<file path="config.mk">
export PLATFORM = sky130hd
export DESIGN_NAME = pad_note_delay_and_release_flat
export DESIGN_NICKNAME = d
export VERILOG_FILES = /design/src/hw/rtl/pndr_pkg.sv /design/src/hw/rtl/pndr_if.sv /design/src/hw/rtl/pad_note_delay_and_release.sv /design/src/flat_wrapper.sv
export SDC_FILE = /design/constraint.sdc
export NUM_CORES = 2
export LEC_CHECK = 0
export CORE_UTILIZATION = 56
export CTS_CLUSTER_SIZE = 12
export DETAILED_ROUTE_END_ITERATION = 10
export DONT_BUFFER_PORTS = 1
export GPL_ROUTABILITY_DRIVEN = 0
export PLACE_DENSITY_LB_ADDON = 0.15
export SLEW_MARGIN = 15
export SYNTH_ARGS = -nofsm -noshare
export SYNTH_HDL_FRONTEND = slang
export SYNTH_SLANG_ARGS = --single-unit
</file>
<file path="constraint.sdc">
create_clock -name clk -period 7 [get_ports clk]
set_clock_uncertainty 0.15 [all_clocks]
set_input_delay 0.35 -clock clk [delete_from_list [all_inputs] [get_ports clk]]
set_output_delay 0.35 -clock clk [all_outputs]
set_load 0.1 [all_outputs]
</file>
<file path="src/hw/rtl/pndr_pkg.sv">
// ----------------------------------------------------------------------------
// Pad note engine package
// Shared types and constants for the pad note delay and release block.
// ----------------------------------------------------------------------------
package pndr_pkg;

  localparam int PAD_COUNT     = 9;
  localparam int SLOTS_PER_PAD = 8;
  localparam int QUEUE_DEPTH   = 32;
  localparam int PAD_W   = 4;
  localparam int SLOT_W  = 3;
  localparam int QPTR_W  = $clog2(QUEUE_DEPTH);
  localparam int TBL_DEPTH = PAD_COUNT * SLOTS_PER_PAD;
  localparam int TBL_AW  = $clog2(TBL_DEPTH);
  localparam int CFG_IDX_W  = 1;
  localparam int CFG_DATA_W = 10;
  localparam logic [7:0] NOTE_NONE = 8'd128;

  typedef enum logic [1:0] {
    CMD_PRESS   = 2'd0,
    CMD_RELEASE = 2'd1,
    CMD_TICK    = 2'd2,
    CMD_LOAD    = 2'd3
  } cmd_t;

  typedef enum logic [1:0] {
    KIND_ON   = 2'd0,
    KIND_OFF  = 2'd1,
    KIND_DROP = 2'd2
  } kind_t;

  typedef enum logic [0:0] {
    REG_SEND_DELAY = 1'd0,
    REG_CHANNEL    = 1'd1
  } reg_idx_t;

  typedef enum logic [3:0] {
    ST_IDLE,
    ST_TICK_RD,
    ST_TICK_CHK,
    ST_ON_RD,
    ST_ON_CHK,
    ST_OFF_RD,
    ST_OFF_CHK,
    ST_OFF_SCAN_RD,
    ST_OFF_SCAN_CHK,
    ST_EMIT,
    ST_CLEAR
  } state_t;

  typedef struct packed {
    logic [1:0] cmd;
    logic [3:0] pad;
    logic [6:0] velocity;
    logic [2:0] slot;
    logic [7:0] note_value;
    logic       send_enable;
  } in_item_t;

  typedef struct packed {
    logic [1:0] kind;
    logic [3:0] channel;
    logic [6:0] note_number;
    logic [6:0] note_velocity;
    logic       last;
  } out_item_t;

endpackage

</file>
<file path="src/hw/rtl/pndr_if.sv">
// ----------------------------------------------------------------------------
// Pad note engine channel
// Valid/ready channel carrying one item of a given payload type.
// ----------------------------------------------------------------------------
interface pndr_if #(parameter type payload_t = logic) ();
  logic     valid;
  logic     ready;
  payload_t data;
  modport source (output valid, output data, input ready);
  modport sink (input valid, input data, output ready);
endinterface

</file>
<file path="src/hw/rtl/pad_note_delay_and_release.sv">
// ----------------------------------------------------------------------------
// Pad note delay and release
// Queues pad presses, releases delayed note-ons on ticks and sends note-offs
// for released pads unless another pressed pad holds the same note in the same slot.
// ----------------------------------------------------------------------------
// channel   dir  payload
// in_ch     in   cmd, pad, velocity, slot, note_value, send_enable
// out_ch    out  kind, channel, note_number, note_velocity, last
// cfg       in   cfg_we, cfg_idx, cfg_data (send_delay_ms, midi_channel)
//
// After reset the note table is swept to blank, one entry a cycle,
// with in_ch.ready low. A tick reads the queue head, checks it and, if it is
// due, walks the pad's slots; a release walks the pad's slots and, for each
// non-blank slot, scans the pads through the single table read port. Each
// result waits in the output register until taken; the sequencer stalls.
module pad_note_delay_and_release (
  input  logic clk,
  input  logic rst,
  pndr_if.sink   in_ch,
  pndr_if.source out_ch,
  input  logic                              cfg_we,
  input  logic [pndr_pkg::CFG_IDX_W-1:0]    cfg_idx,
  input  logic [pndr_pkg::CFG_DATA_W-1:0]   cfg_data
);
  import pndr_pkg::*;

  state_t state, state_next;

  logic [7:0]  tbl [TBL_DEPTH];
  logic [7:0]  tbl_q;
  logic [TBL_AW-1:0] tbl_ra;

  logic [3:0]  q_pad [QUEUE_DEPTH];
  logic [6:0]  q_vel [QUEUE_DEPTH];
  logic [31:0] q_stamp [QUEUE_DEPTH];
  logic [3:0]  qp_q;
  logic [6:0]  qv_q;
  logic [31:0] qs_q;

  logic [QPTR_W-1:0] head, tail;
  logic [31:0] time_ms;
  logic [9:0]  send_delay;
  logic [3:0]  midi_ch;
  logic [PAD_COUNT-1:0] enable_bits, pressed;

  logic [3:0]  wpad;      // pad being emitted
  logic [6:0]  wvel;
  logic [SLOT_W:0] slot_c;
  logic [3:0]  scan_j;
  logic [7:0]  cur_note;
  logic [TBL_AW:0] clr_cnt;

  out_item_t   obuf;
  logic        ovalid;

  logic acc;
  assign acc = in_ch.valid && in_ch.ready;
  assign in_ch.ready = (state == ST_IDLE) && !ovalid;
  assign out_ch.valid = ovalid;
  assign out_ch.data  = obuf;

  logic [QPTR_W-1:0] head_inc, tail_inc;
  assign head_inc = (head == QPTR_W'(QUEUE_DEPTH-1)) ? '0 : head + 1'b1;
  assign tail_inc = (tail == QPTR_W'(QUEUE_DEPTH-1)) ? '0 : tail + 1'b1;

  logic slot_done;
  assign slot_done = (slot_c == (SLOT_W+1)'(SLOTS_PER_PAD));

  // Is any later non-blank slot left? Determined by walking; we mark last
  // by looking ahead: emit is deferred until the next candidate is found.
  logic        pend;       // one result held back to learn if it is last
  out_item_t   pend_item;
  out_item_t   pend_last;

  always_comb begin
    pend_last = pend_item;
    pend_last.last = 1'b1;
  end

  logic [31:0] age;
  assign age = time_ms - qs_q;

  always_comb begin
    tbl_ra = '0;
    unique case (state)
      ST_OFF_SCAN_RD, ST_OFF_SCAN_CHK:
        tbl_ra = TBL_AW'(scan_j * SLOTS_PER_PAD) + TBL_AW'(slot_c);
      default:        tbl_ra = TBL_AW'(wpad * SLOTS_PER_PAD) + TBL_AW'(slot_c);
    endcase
  end

  always_ff @(posedge clk) begin
    tbl_q <= tbl[tbl_ra];
    qp_q <= q_pad[tail];
    qv_q <= q_vel[tail];
    qs_q <= q_stamp[tail];
    if (state == ST_CLEAR) begin
      tbl[clr_cnt[TBL_AW-1:0]] <= NOTE_NONE;
    end else if (acc && in_ch.data.cmd == CMD_LOAD && in_ch.data.pad < PAD_COUNT
                 && 32'(in_ch.data.slot) < SLOTS_PER_PAD) begin
      tbl[TBL_AW'(in_ch.data.pad * SLOTS_PER_PAD) + TBL_AW'(in_ch.data.slot)] <=
        (in_ch.data.note_value > 8'd127) ? NOTE_NONE : in_ch.data.note_value;
    end
    if (acc && in_ch.data.cmd == CMD_PRESS && in_ch.data.pad < PAD_COUNT
        && head_inc != tail) begin
      q_pad[head]   <= in_ch.data.pad;
      q_vel[head]   <= in_ch.data.velocity;
      q_stamp[head] <= time_ms;
    end
  end

  always_comb begin
    state_next = state;
    unique case (state)
      ST_CLEAR: if (clr_cnt == (TBL_AW+1)'(TBL_DEPTH-1)) state_next = ST_IDLE;
      ST_IDLE: if (acc) begin
        if (in_ch.data.cmd == CMD_TICK) state_next = ST_TICK_RD;
        else if (in_ch.data.cmd == CMD_RELEASE && in_ch.data.pad < PAD_COUNT
                 && enable_bits[in_ch.data.pad]) state_next = ST_OFF_RD;
      end
      ST_TICK_RD:  state_next = ST_TICK_CHK;
      ST_TICK_CHK: begin
        if (head != tail && age >= 32'(send_delay) && qp_q < PAD_COUNT
            && enable_bits[qp_q]) state_next = ST_ON_RD;
        else state_next = ST_IDLE;
      end
      ST_ON_RD, ST_OFF_RD: state_next = slot_done ? ST_EMIT :
                           (state == ST_ON_RD ? ST_ON_CHK : ST_OFF_CHK);
      ST_ON_CHK: if (!(pend && ovalid)) state_next = ST_ON_RD;
      ST_OFF_CHK: begin
        if (tbl_q == NOTE_NONE) state_next = ST_OFF_RD;
        else state_next = ST_OFF_SCAN_RD;
      end
      ST_OFF_SCAN_RD: state_next = ST_OFF_SCAN_CHK;
      ST_OFF_SCAN_CHK: begin
        if (hit) state_next = ST_OFF_RD;
        else if (scan_j == 4'(PAD_COUNT-1)) begin
          if (!(pend && ovalid)) state_next = ST_OFF_RD;
        end else state_next = ST_OFF_SCAN_RD;
      end
      ST_EMIT: if (!ovalid) state_next = ST_IDLE;
      default: state_next = ST_IDLE;
    endcase
  end

  // Candidate result produced this cycle, if any.
  logic      cand;
  out_item_t cand_item;
  logic      hit;
  always_comb begin
    hit = (scan_j != wpad) && pressed[scan_j] && (tbl_q == cur_note);
    cand = 1'b0;
    cand_item = '0;
    cand_item.channel = midi_ch;
    cand_item.note_number = cur_note[6:0];
    if (state == ST_ON_CHK && tbl_q != NOTE_NONE && !(pend && ovalid)) begin
      cand = 1'b1;
      cand_item.kind = KIND_ON;
      cand_item.note_number = tbl_q[6:0];
      cand_item.note_velocity = wvel;
    end else if (state == ST_OFF_SCAN_CHK && !hit && scan_j == 4'(PAD_COUNT-1)
                 && !(pend && ovalid)) begin
      cand = 1'b1;
      cand_item.kind = KIND_OFF;
    end
  end

  always_ff @(posedge clk) begin
    if (rst) begin
      state <= ST_CLEAR;
      clr_cnt <= '0;
      head <= '0;
      tail <= '0;
      time_ms <= '0;
      send_delay <= 10'd5;
      midi_ch <= '0;
      enable_bits <= '0;
      pressed <= '0;
      ovalid <= 1'b0;
      pend <= 1'b0;
    end else begin
      state <= state_next;
      if (state == ST_CLEAR) clr_cnt <= clr_cnt + 1'b1;
      if (cfg_we) begin
        unique case (reg_idx_t'(cfg_idx))
          REG_SEND_DELAY: send_delay <= cfg_data[9:0];
          REG_CHANNEL:    midi_ch <= cfg_data[3:0];
          default: ;
        endcase
      end
      if (out_ch.valid && out_ch.ready) ovalid <= 1'b0;

      if (acc) begin
        wpad <= in_ch.data.pad;
        slot_c <= '0;
        pend <= 1'b0;
        unique case (cmd_t'(in_ch.data.cmd))
          CMD_PRESS: if (in_ch.data.pad < PAD_COUNT) begin
            pressed[in_ch.data.pad] <= 1'b1;
            if (head_inc == tail) begin
              ovalid <= 1'b1;
              obuf <= '{kind: KIND_DROP, channel: midi_ch, note_number: '0,
                        note_velocity: '0, last: 1'b1};
            end else head <= head_inc;
          end
          CMD_RELEASE: if (in_ch.data.pad < PAD_COUNT)
            pressed[in_ch.data.pad] <= 1'b0;
          CMD_TICK: time_ms <= time_ms + 1'b1;
          CMD_LOAD: if (in_ch.data.pad < PAD_COUNT)
            enable_bits[in_ch.data.pad] <= in_ch.data.send_enable;
          default: ;
        endcase
      end

      if (state == ST_TICK_CHK && head != tail && age >= 32'(send_delay)) begin
        tail <= tail_inc;
        wpad <= qp_q;
        wvel <= qv_q;
      end
      if (state == ST_ON_CHK && !(pend && ovalid)) slot_c <= slot_c + 1'b1;
      if (state == ST_OFF_CHK) begin
        cur_note <= tbl_q;
        scan_j <= '0;
        if (tbl_q == NOTE_NONE) slot_c <= slot_c + 1'b1;
      end
      if (state == ST_OFF_SCAN_CHK) begin
        if (hit) begin
          slot_c <= slot_c + 1'b1;
        end else if (scan_j == 4'(PAD_COUNT-1)) begin
          if (!(pend && ovalid)) slot_c <= slot_c + 1'b1;
        end else scan_j <= scan_j + 1'b1;
      end
      if (cand) begin
        // Hand the previous held-back result out; keep the new one back.
        if (pend) begin
          obuf <= pend_item;
          ovalid <= 1'b1;
        end
        pend <= 1'b1;
        pend_item <= cand_item;
      end
      if (state == ST_EMIT && !ovalid) begin
        if (pend) begin
          obuf <= pend_last;
          ovalid <= 1'b1;
        end
        pend <= 1'b0;
      end
    end
  end

endmodule

</file>
<file path="src/flat_wrapper.sv">
// flat-port wrapper written by rule: the top's interface ports become plain ports
module pad_note_delay_and_release_flat import pndr_pkg::*;
  (clk, rst, cfg_we, cfg_idx, cfg_data, in_ch_valid, in_ch_data, in_ch_ready, out_ch_valid, out_ch_data, out_ch_ready);
  pndr_if #(.payload_t(in_item_t)) in_ch_i ();
  pndr_if #(.payload_t(out_item_t)) out_ch_i ();
  input  logic clk;
  input  logic rst;
  input  logic cfg_we;
  input  logic [pndr_pkg::CFG_IDX_W-1:0] cfg_idx;
  input  logic [pndr_pkg::CFG_DATA_W-1:0] cfg_data;
  input wire logic [$bits(in_ch_i.valid)-1:0] in_ch_valid;
  input wire logic [$bits(in_ch_i.data)-1:0] in_ch_data;
  output wire logic [$bits(in_ch_i.ready)-1:0] in_ch_ready;
  output wire logic [$bits(out_ch_i.valid)-1:0] out_ch_valid;
  output wire logic [$bits(out_ch_i.data)-1:0] out_ch_data;
  input wire logic [$bits(out_ch_i.ready)-1:0] out_ch_ready;
  assign in_ch_i.valid = in_ch_valid;
  assign in_ch_i.data = in_ch_data;
  assign in_ch_ready = in_ch_i.ready;
  assign out_ch_valid = out_ch_i.valid;
  assign out_ch_data = out_ch_i.data;
  assign out_ch_i.ready = out_ch_ready;
  pad_note_delay_and_release u_core (.clk(clk), .rst(rst), .in_ch(in_ch_i), .out_ch(out_ch_i), .cfg_we(cfg_we), .cfg_idx(cfg_idx), .cfg_data(cfg_data));
endmodule
</file>
==> After elaboration in Yosys (flattened, before gate mapping) <==
Memory sizes are Yosys's and may differ from the RTL's. A register that Yosys moved wholly into a read port is not among the register bits.
Cells that the tools add are included.
{ "word_totals": {"reg_bits": 156, "memories": 4, "ram_bits": 1952} }
{ "mem_list": {"columns": ["name", "depth", "width", "read_ports", "rd_ports_with_merged_regs", "write_ports", "line", "text"], "rows": [
  ["u_core.q_stamp", 32, 32, 1, 1, 1, "pad_note_delay_and_release.sv:35", "logic [31:0] q_stamp [QUEUE_DEPTH];"],
  ["u_core.tbl", 72, 8, 1, 1, 1, "pad_note_delay_and_release.sv:29", "logic [7:0] tbl [TBL_DEPTH];"],
  ["u_core.q_vel", 32, 7, 1, 1, 1, "pad_note_delay_and_release.sv:34", "logic [6:0] q_vel [QUEUE_DEPTH];"],
  ["u_core.q_pad", 32, 4, 1, 1, 1, "pad_note_delay_and_release.sv:33", "logic [3:0] q_pad [QUEUE_DEPTH];"]
]} }
{ "op_classes": {"n_mux": 77, "n_eq_ne": 33, "magnitude_cmp": 8, "n_bitwise": 6, "n_addsub": 10, "n_reduce_logical": 49} }
{ "op_table": {"columns": ["op", "count"], "rows": [
  ["$mux W21", 8],
  ["$mux W4", 24],
  ["$pmux W4 S10", 1],
  ["$add A32 B1 Y32 const B", 1],
  ["$ge A32 B10 Y1", 1],
  ["$sub A32 B32 Y32", 1],
  ["$logic_and A1 B1 Y1", 26],
  ["$mux W1", 26],
  ["$eq A4 B4 Y1 const B", 5],
  ["$mux W9", 2],
  ["$pmux W9 S2", 1],
  ["$eq A4 B3 Y1 const B", 4],
  ["$mux W8", 2],
  ["$lt A4 B5 Y1 const B", 3],
  ["$add A7 B4 Y7", 2],
  ["$mux W14", 1],
  ["$mux W7", 2],
  ["$reduce_and A2 Y1", 7],
  ["$bmux W1 S4", 3],
  ["$add A5 B1 Y5 const B", 2],
  ["$eq A5 B5 Y1 const B", 2],
  ["$mux W5", 2],
  ["$ne A5 B5 Y1", 2],
  ["$and A9 B9 Y9", 1],
  ["35 further kinds", 54]
]} }

==> Logic depth before layout (Yosys ltp) <==
{ "logic_depth": {"word_depth": 13, "mapped_depth": 18, "ltp_nobuf": 18} }

==> Least setup slack after synthesis <==
No wires, ideal clock.
{ "synth_path": {"path_type": "reg2reg", "from": "register u_core.state[2]", "to": "memory u_core.q_pad[20][0], enable pin", "required_time_ns": 6.406, "t_arrival_ns": 5.564, "setup_slack_ns": 0.842, "path_stages_with_launch": 11, "setup_time_ns": 0.444, "cell_sequence": "dfxtp_1 -> clkbuf_1 -> or4_1 -> nor2_1 -> nand2_1 -> a21oi_1 -> nand2b_1 -> clkbuf_1 -> nor3_2 -> nand2_1 -> nor2_1"} }
{ "synth_between": {"elab_chain_cells": 8} }
{ "synth_lines": {"columns": ["item", "line", "text"], "rows": [
  ["from (decl)", "pad_note_delay_and_release.sv:27", "state_t state, state_next;"],
  ["from (signal assigned)", "pad_note_delay_and_release.sv:182", "state <= state_next;"],
  ["$logic_not A4 Y1", "pad_note_delay_and_release.sv:58", "assign in_ch.ready = (state == ST_IDLE) && !ovalid;"],
  ["$logic_and A1 B1 Y1", "pad_note_delay_and_release.sv:58", null],
  ["via in_ch_ready", "flat_wrapper.sv:13", "output wire logic [$bits(in_ch_i.ready)-1:0] in_ch_ready;"],
  ["$logic_and A1 B1 Y1", "pad_note_delay_and_release.sv:57", "assign acc = in_ch.valid && in_ch.ready;"],
  ["$logic_and A1 B1 Y1 (2 in series)", "pad_note_delay_and_release.sv:104", "if (acc && in_ch.data.cmd == CMD_PRESS && in_ch.data.pad < PAD_COUNT"],
  ["$logic_and A1 B1 Y1", "pad_note_delay_and_release.sv:105", "&& head_inc != tail) begin"],
  ["$mux W1", "pad_note_delay_and_release.sv:104", null],
  ["$mux W1 (implied by the code)", "pad_note_delay_and_release.sv:106", "q_pad[head] <= in_ch.data.pad;"],
  ["to (decl)", "pad_note_delay_and_release.sv:33", null]
]} }
The timed path passes the listed nets, and every way through them passes these cells.

==> Worst setup path in the final report <==
{ "layout_path": {"from": "register u_core.state[1]", "to": "memory u_core.tbl[41][1], enable pin"} }
{ "layout_between": {"elab_chain_cells": 10, "word_cells_on_any_way": 14, "cone_classes": "1 x eq/ne; 7 x mux; 6 x reduce/logical"} }
{ "layout_lines": {"columns": ["item", "line", "text"], "rows": [
  ["$logic_not A4 Y1 *", "pad_note_delay_and_release.sv:58", null],
  ["$logic_and A1 B1 Y1 *", "pad_note_delay_and_release.sv:58", null],
  ["via in_ch_ready", "flat_wrapper.sv:13", null],
  ["$logic_and A1 B1 Y1 *", "pad_note_delay_and_release.sv:57", null],
  ["$logic_and A1 B1 Y1 * (2 in series)", "pad_note_delay_and_release.sv:99", "end else if (acc && in_ch.data.cmd == CMD_LOAD && in_ch.data.pad < PAD_COUNT"],
  ["$mux W1 *", "pad_note_delay_and_release.sv:99", null],
  ["$mux W1 *", "pad_note_delay_and_release.sv:97", "if (state == ST_CLEAR) begin"],
  ["$mux W1 *", "pad_note_delay_and_release.sv:102", "(in_ch.data.note_value > 8'd127) ? NOTE_NONE : in_ch.data.note_value;"],
  ["$reduce_or A8 Y1 (no source line)", null, null],
  ["$mux W7 (no source line) / $mux W1 (equally long branches)", null, null],
  ["to (decl)", "pad_note_delay_and_release.sv:29", null]
]} }
Mark *: on every way through the listed nets, which the timed path passes. The rest lies on a longest branch.

==> PnR_summary.wiki <==
{| class="wikitable"
! Metric !! Value
|-
| Detailed-route via count || 43500
|-
| Seq cells post-synth || 2158
|-
| Total power per unit cell area || 278 nW/um^2
|-
| Net count of the finished layout || 4618
|-
| CTS tree || built
|-
| Mean post-synth cell area || 19.7 um^2
|-
| Setup TNS after final layout || 0 ns
|-
| Kind of end point of the critical path || register
|-
| Maximum vdd ir drop || 260 uV
|-
| Horiz. Die Dim || 393 um
|-
| Cell area after synthesis || 85600 um^2
|-
| Initial antenna violation count || 16
|-
| Share of the clock period used by the worst path || 80.1%
|-
| Unrepaired setup endpoints after global routing || no
|-
| Non-filler cells, final || 6711
|-
| Routed length per placed instance || 30.9 um
|-
| Number of synthesis warnings || 0
|-
| Highest achievable clock rate || 178 MHz
|-
| Half-perimeter wire length of the detailed placement result || 124000 um
|-
| Non-Filler Cell Area, Final || 95800 um^2
|-
| Worst hold slack after final layout || 0.0885 ns
|-
| Synthesized instance count || 4350
|-
| Initial DRC Count || 5246
|-
| Clk_lat worst skew || 0.85 ns
|-
| Pre-Repair DR Iteration Count || 6
|-
| Initial standard-cell utilization of the core || 56.4%
|-
| Via count of the first global-routing pass || 42300
|-
| Die Height || 393 um
|-
| Area of the core || 152000 um^2
|-
| Max-cap viol count || 0
|-
| Total clock buffers created by CTS || 210
|-
| Share of flip-flops with an asynchronous set or reset || 0%
|-
| Global routing usage summed across all routing layers || 27.3%
|-
| Port bufs || 0
|-
| Cell total after placement || 6264
|-
| Leading post-synthesis cells by cell area || sky130_fd_sc_hd__edfxtp_1 71%, sky130_fd_sc_hd__mux4_2 14%, sky130_fd_sc_hd__dfxtp_1 3.2%
|-
| HP Class || input pin to register
|-
| Clock transition time at the flip-flop clock pins of the worst setup and hold paths || 0.06 ns
|-
| Yosys top cell area share || 70.8%
|-
| Headroom to the max-slew limit || 8.89%
|-
| Final hold violation count || 0
|-
| Placement-stage cell area || 88600 um^2
|-
| Largest fanout of any net on the critical path || 14
|-
| CTS Root Cell || sky130_fd_sc_hd__clkbuf_16
|-
| Transition time of the tightest slew-check pin || 1.36 ns
|-
| Sequential share of the synthesized area || 74.0%
|-
| Std-Cell Rows || 143
|-
| Final max-slew violation count || 0
|-
| Cell variety after synth || 81
|-
| Reported leakage power || 32.6 nW
|-
| Pin count of the biggest net entering global routing || 124
|-
| Total number of clock tree sinks || 2158
|-
| Critical path required time || 7.28 ns
|-
| Residual antenna-violating net count after detailed routing || 0
|-
| Outcome || finished, final reports clean
|-
| EDFF count, synth || 2019
|-
| Total detailed-routing wirelength || 207000 um
|-
| Fill cell total of the finished layout || 10300
|-
| Worst setup SP type || register
|-
| Worst-case clock buffer depth || 3
|-
| Remaining Overflow, GRT || 0
|-
| Time the final worst path needs with I/O delays and setup || 5.61 ns
|-
| Num ports || 64
|-
| Area delta synth->final || 11.9%
|-
| Most instantiated flip-flop cell in the synthesis netlist || sky130_fd_sc_hd__edfxtp_1
|-
| DIE AREA || 154000 um^2
|-
| Top cell type by total area after synthesis || sky130_fd_sc_hd__edfxtp_1
|-
| Wire length of the first global-routing pass || 300000 um
|-
| CP Class || register to register
|-
| H-tree levels || 4
|-
| Final number of setup-violating endpoints || 0
|-
| Critical path arrival || 5.89 ns
|-
| Synthesized netlist net count || 4448
|-
| DR DRC count || 0
|-
| Drt via density || 6.49
|-
| Flop2flop setup slack || 1.39 ns
|-
| Fraction of final layout cells with drive strength greater than 1 || 22.8%
|-
| Util after Layout || 63.1%
|}
layer usage:
layer  wire, um  vias up  global-route usage, %
li1           -    18100                      -
met5         41        -                      0
met4       3460        8                   5.53
met1      88800    23000                   42.8
met3      20400      234                   5.62
met2      94500     2158                   40.2
metrics by stage:
stage | power (mW) | setup slack (ns)
after CTS | 26.8 | 1.44
after detailed placement | 16.3 | 1.49
after floorplan | 15.7 | 0.842
after global routing | 27.4 | 1.15
after global placement | 16.3 | 1.67
final | 26.6 | 1.39
area by class of cell:
type	instances	area, um^2	share of cell area (%)
Sequential cell	2158	63400	66.2
Multi-Input combinational cell	1896	21400	22.3
Clock buffer	328	5870	6.13
Tap cell	2030	2540	2.65
Timing Repair Buffer	184	1880	1.96
Clock inverter	41	424	0.443
Inverter	70	264	0.276
Antenna cell	4	10.0	0.0104
Yosys cell counts (all sizes together) (16+ instances only):
cell	count
edfxtp	2019
mux4	542
nor2	222
nand2	188
clkbuf	156
dfxtp	139
mux2i	112
a21oi	111
o21ai	106
mux2	72
buf	70
inv	69
ha	56
nand3	50
xor2	41
xnor2	36
a22oi	27
and2	26
nand4	26
a221oi	24
nor3	23
and3	19
a211oi	17
a31oi	16
nor2b	16
what timing repair did:
action,CTS,global route
setup buffers,0,0
hold endpoints to repair,639,52
hold buffers,73,1
resized for setup,0,0
flip-flops by register name, indices dropped and copies added (netlist names), 9 cells and up, named ones only:
register,flops
u_core.q_stamp,1024
u_core.tbl,576
u_core.q_vel,224
u_core.q_pad,128
u_core.qs_q,32
u_core.time_ms,32
u_core.out_ch.data,21
u_core.pend_item,19
u_core.send_delay,10
u_core.enable_bits,9
kinds of logic (layout without fill, tap and decap cells):
family | count (synthesis) | in the layout | share of synthesized area, %
and+or+nand+nor | 649 | 649 | 3.59
xor gates and xnor gates | 77 | 77 | 0.787
buffers and inverters | 296 | 623 | 1.33
other | 0 | 4 | 0
DFF | 2158 | 2158 | 74.0
adders and majority gates | 57 | 57 | 0.842
AOI/OAI and AO/OA | 387 | 387 | 2.88
muxes | 726 | 726 | 16.5
layout by cell type (no fill, tap or decap), types with 11 or more instances in the layout:
cell                            instances
sky130_fd_sc_hd__a221oi_1              24
sky130_fd_sc_hd__nor2_4                33
sky130_fd_sc_hd__and3_1                19
sky130_fd_sc_hd__xnor2_1               35
sky130_fd_sc_hd__o21ai_0              102
sky130_fd_sc_hd__clkinv_1              15
sky130_fd_sc_hd__xor2_1                41
sky130_fd_sc_hd__clkbuf_16            211
sky130_fd_sc_hd__buf_4                 95
sky130_fd_sc_hd__dfxtp_1              126
sky130_fd_sc_hd__nand3_1               50
sky130_fd_sc_hd__nand4_1               25
sky130_fd_sc_hd__mux2_2                69
sky130_fd_sc_hd__nand2_1              188
sky130_fd_sc_hd__edfxtp_1            2019
sky130_fd_sc_hd__buf_12                26
sky130_fd_sc_hd__nor2b_1               15
sky130_fd_sc_hd__mux2i_1              112
sky130_fd_sc_hd__dlygate4sd3_1         62
sky130_fd_sc_hd__a22oi_1               27
sky130_fd_sc_hd__a211oi_1              17
sky130_fd_sc_hd__a21oi_1              110
sky130_fd_sc_hd__nor2_1               188
sky130_fd_sc_hd__nor3_1                21
sky130_fd_sc_hd__clkbuf_8              15
sky130_fd_sc_hd__o21a_1                11
sky130_fd_sc_hd__mux4_2               542
sky130_fd_sc_hd__ha_1                  55
sky130_fd_sc_hd__or3_1                 15
sky130_fd_sc_hd__inv_1                 68
sky130_fd_sc_hd__clkbuf_1             102
sky130_fd_sc_hd__a31oi_1               16
sky130_fd_sc_hd__and2_1                19
sky130_fd_sc_hd__clkinv_2              12
power breakdown:
| group | switching (mW) | internal (mW) | leakage [nW] |
|---|---|---|---|
| logic | 1.18 | 0.686 | 7.48 |
| registers | 0.184 | 14.1 | 22.1 |
| clock network | 4.66 | 5.85 | 3.04 |
critical path: stages (launching register included):
cell and delay, ns:
sky130_fd_sc_hd__dfxtp_1 0.41, sky130_fd_sc_hd__or4_1 0.68, sky130_fd_sc_hd__nor2_2 0.13, sky130_fd_sc_hd__buf_4 0.34, sky130_fd_sc_hd__nand2_1 0.20, sky130_fd_sc_hd__a21oi_1 0.26
sky130_fd_sc_hd__and3_1 0.52, sky130_fd_sc_hd__mux2i_1 0.73, sky130_fd_sc_hd__nand3_1 0.90, sky130_fd_sc_hd__nor2_1 0.85
worst paths after layout:
check                                    start                          end  depth (start not counted)
setup / recovery  u_core.state[1]$_SDFFE_PP1P_  u_core.tbl[41][1]$_DFFE_PP_                          9
hold / removal                  in_ch_data[11]  u_core.tbl[26][4]$_DFFE_PP_                          3
setup reg to reg  u_core.state[1]$_SDFFE_PP1P_  u_core.tbl[41][1]$_DFFE_PP_                          9
hold reg to reg         u_core.qv_q[1]$_DFF_P_     u_core.wvel[1]$_DFFE_PP_                          0
(Power assumes the default switching activity.)
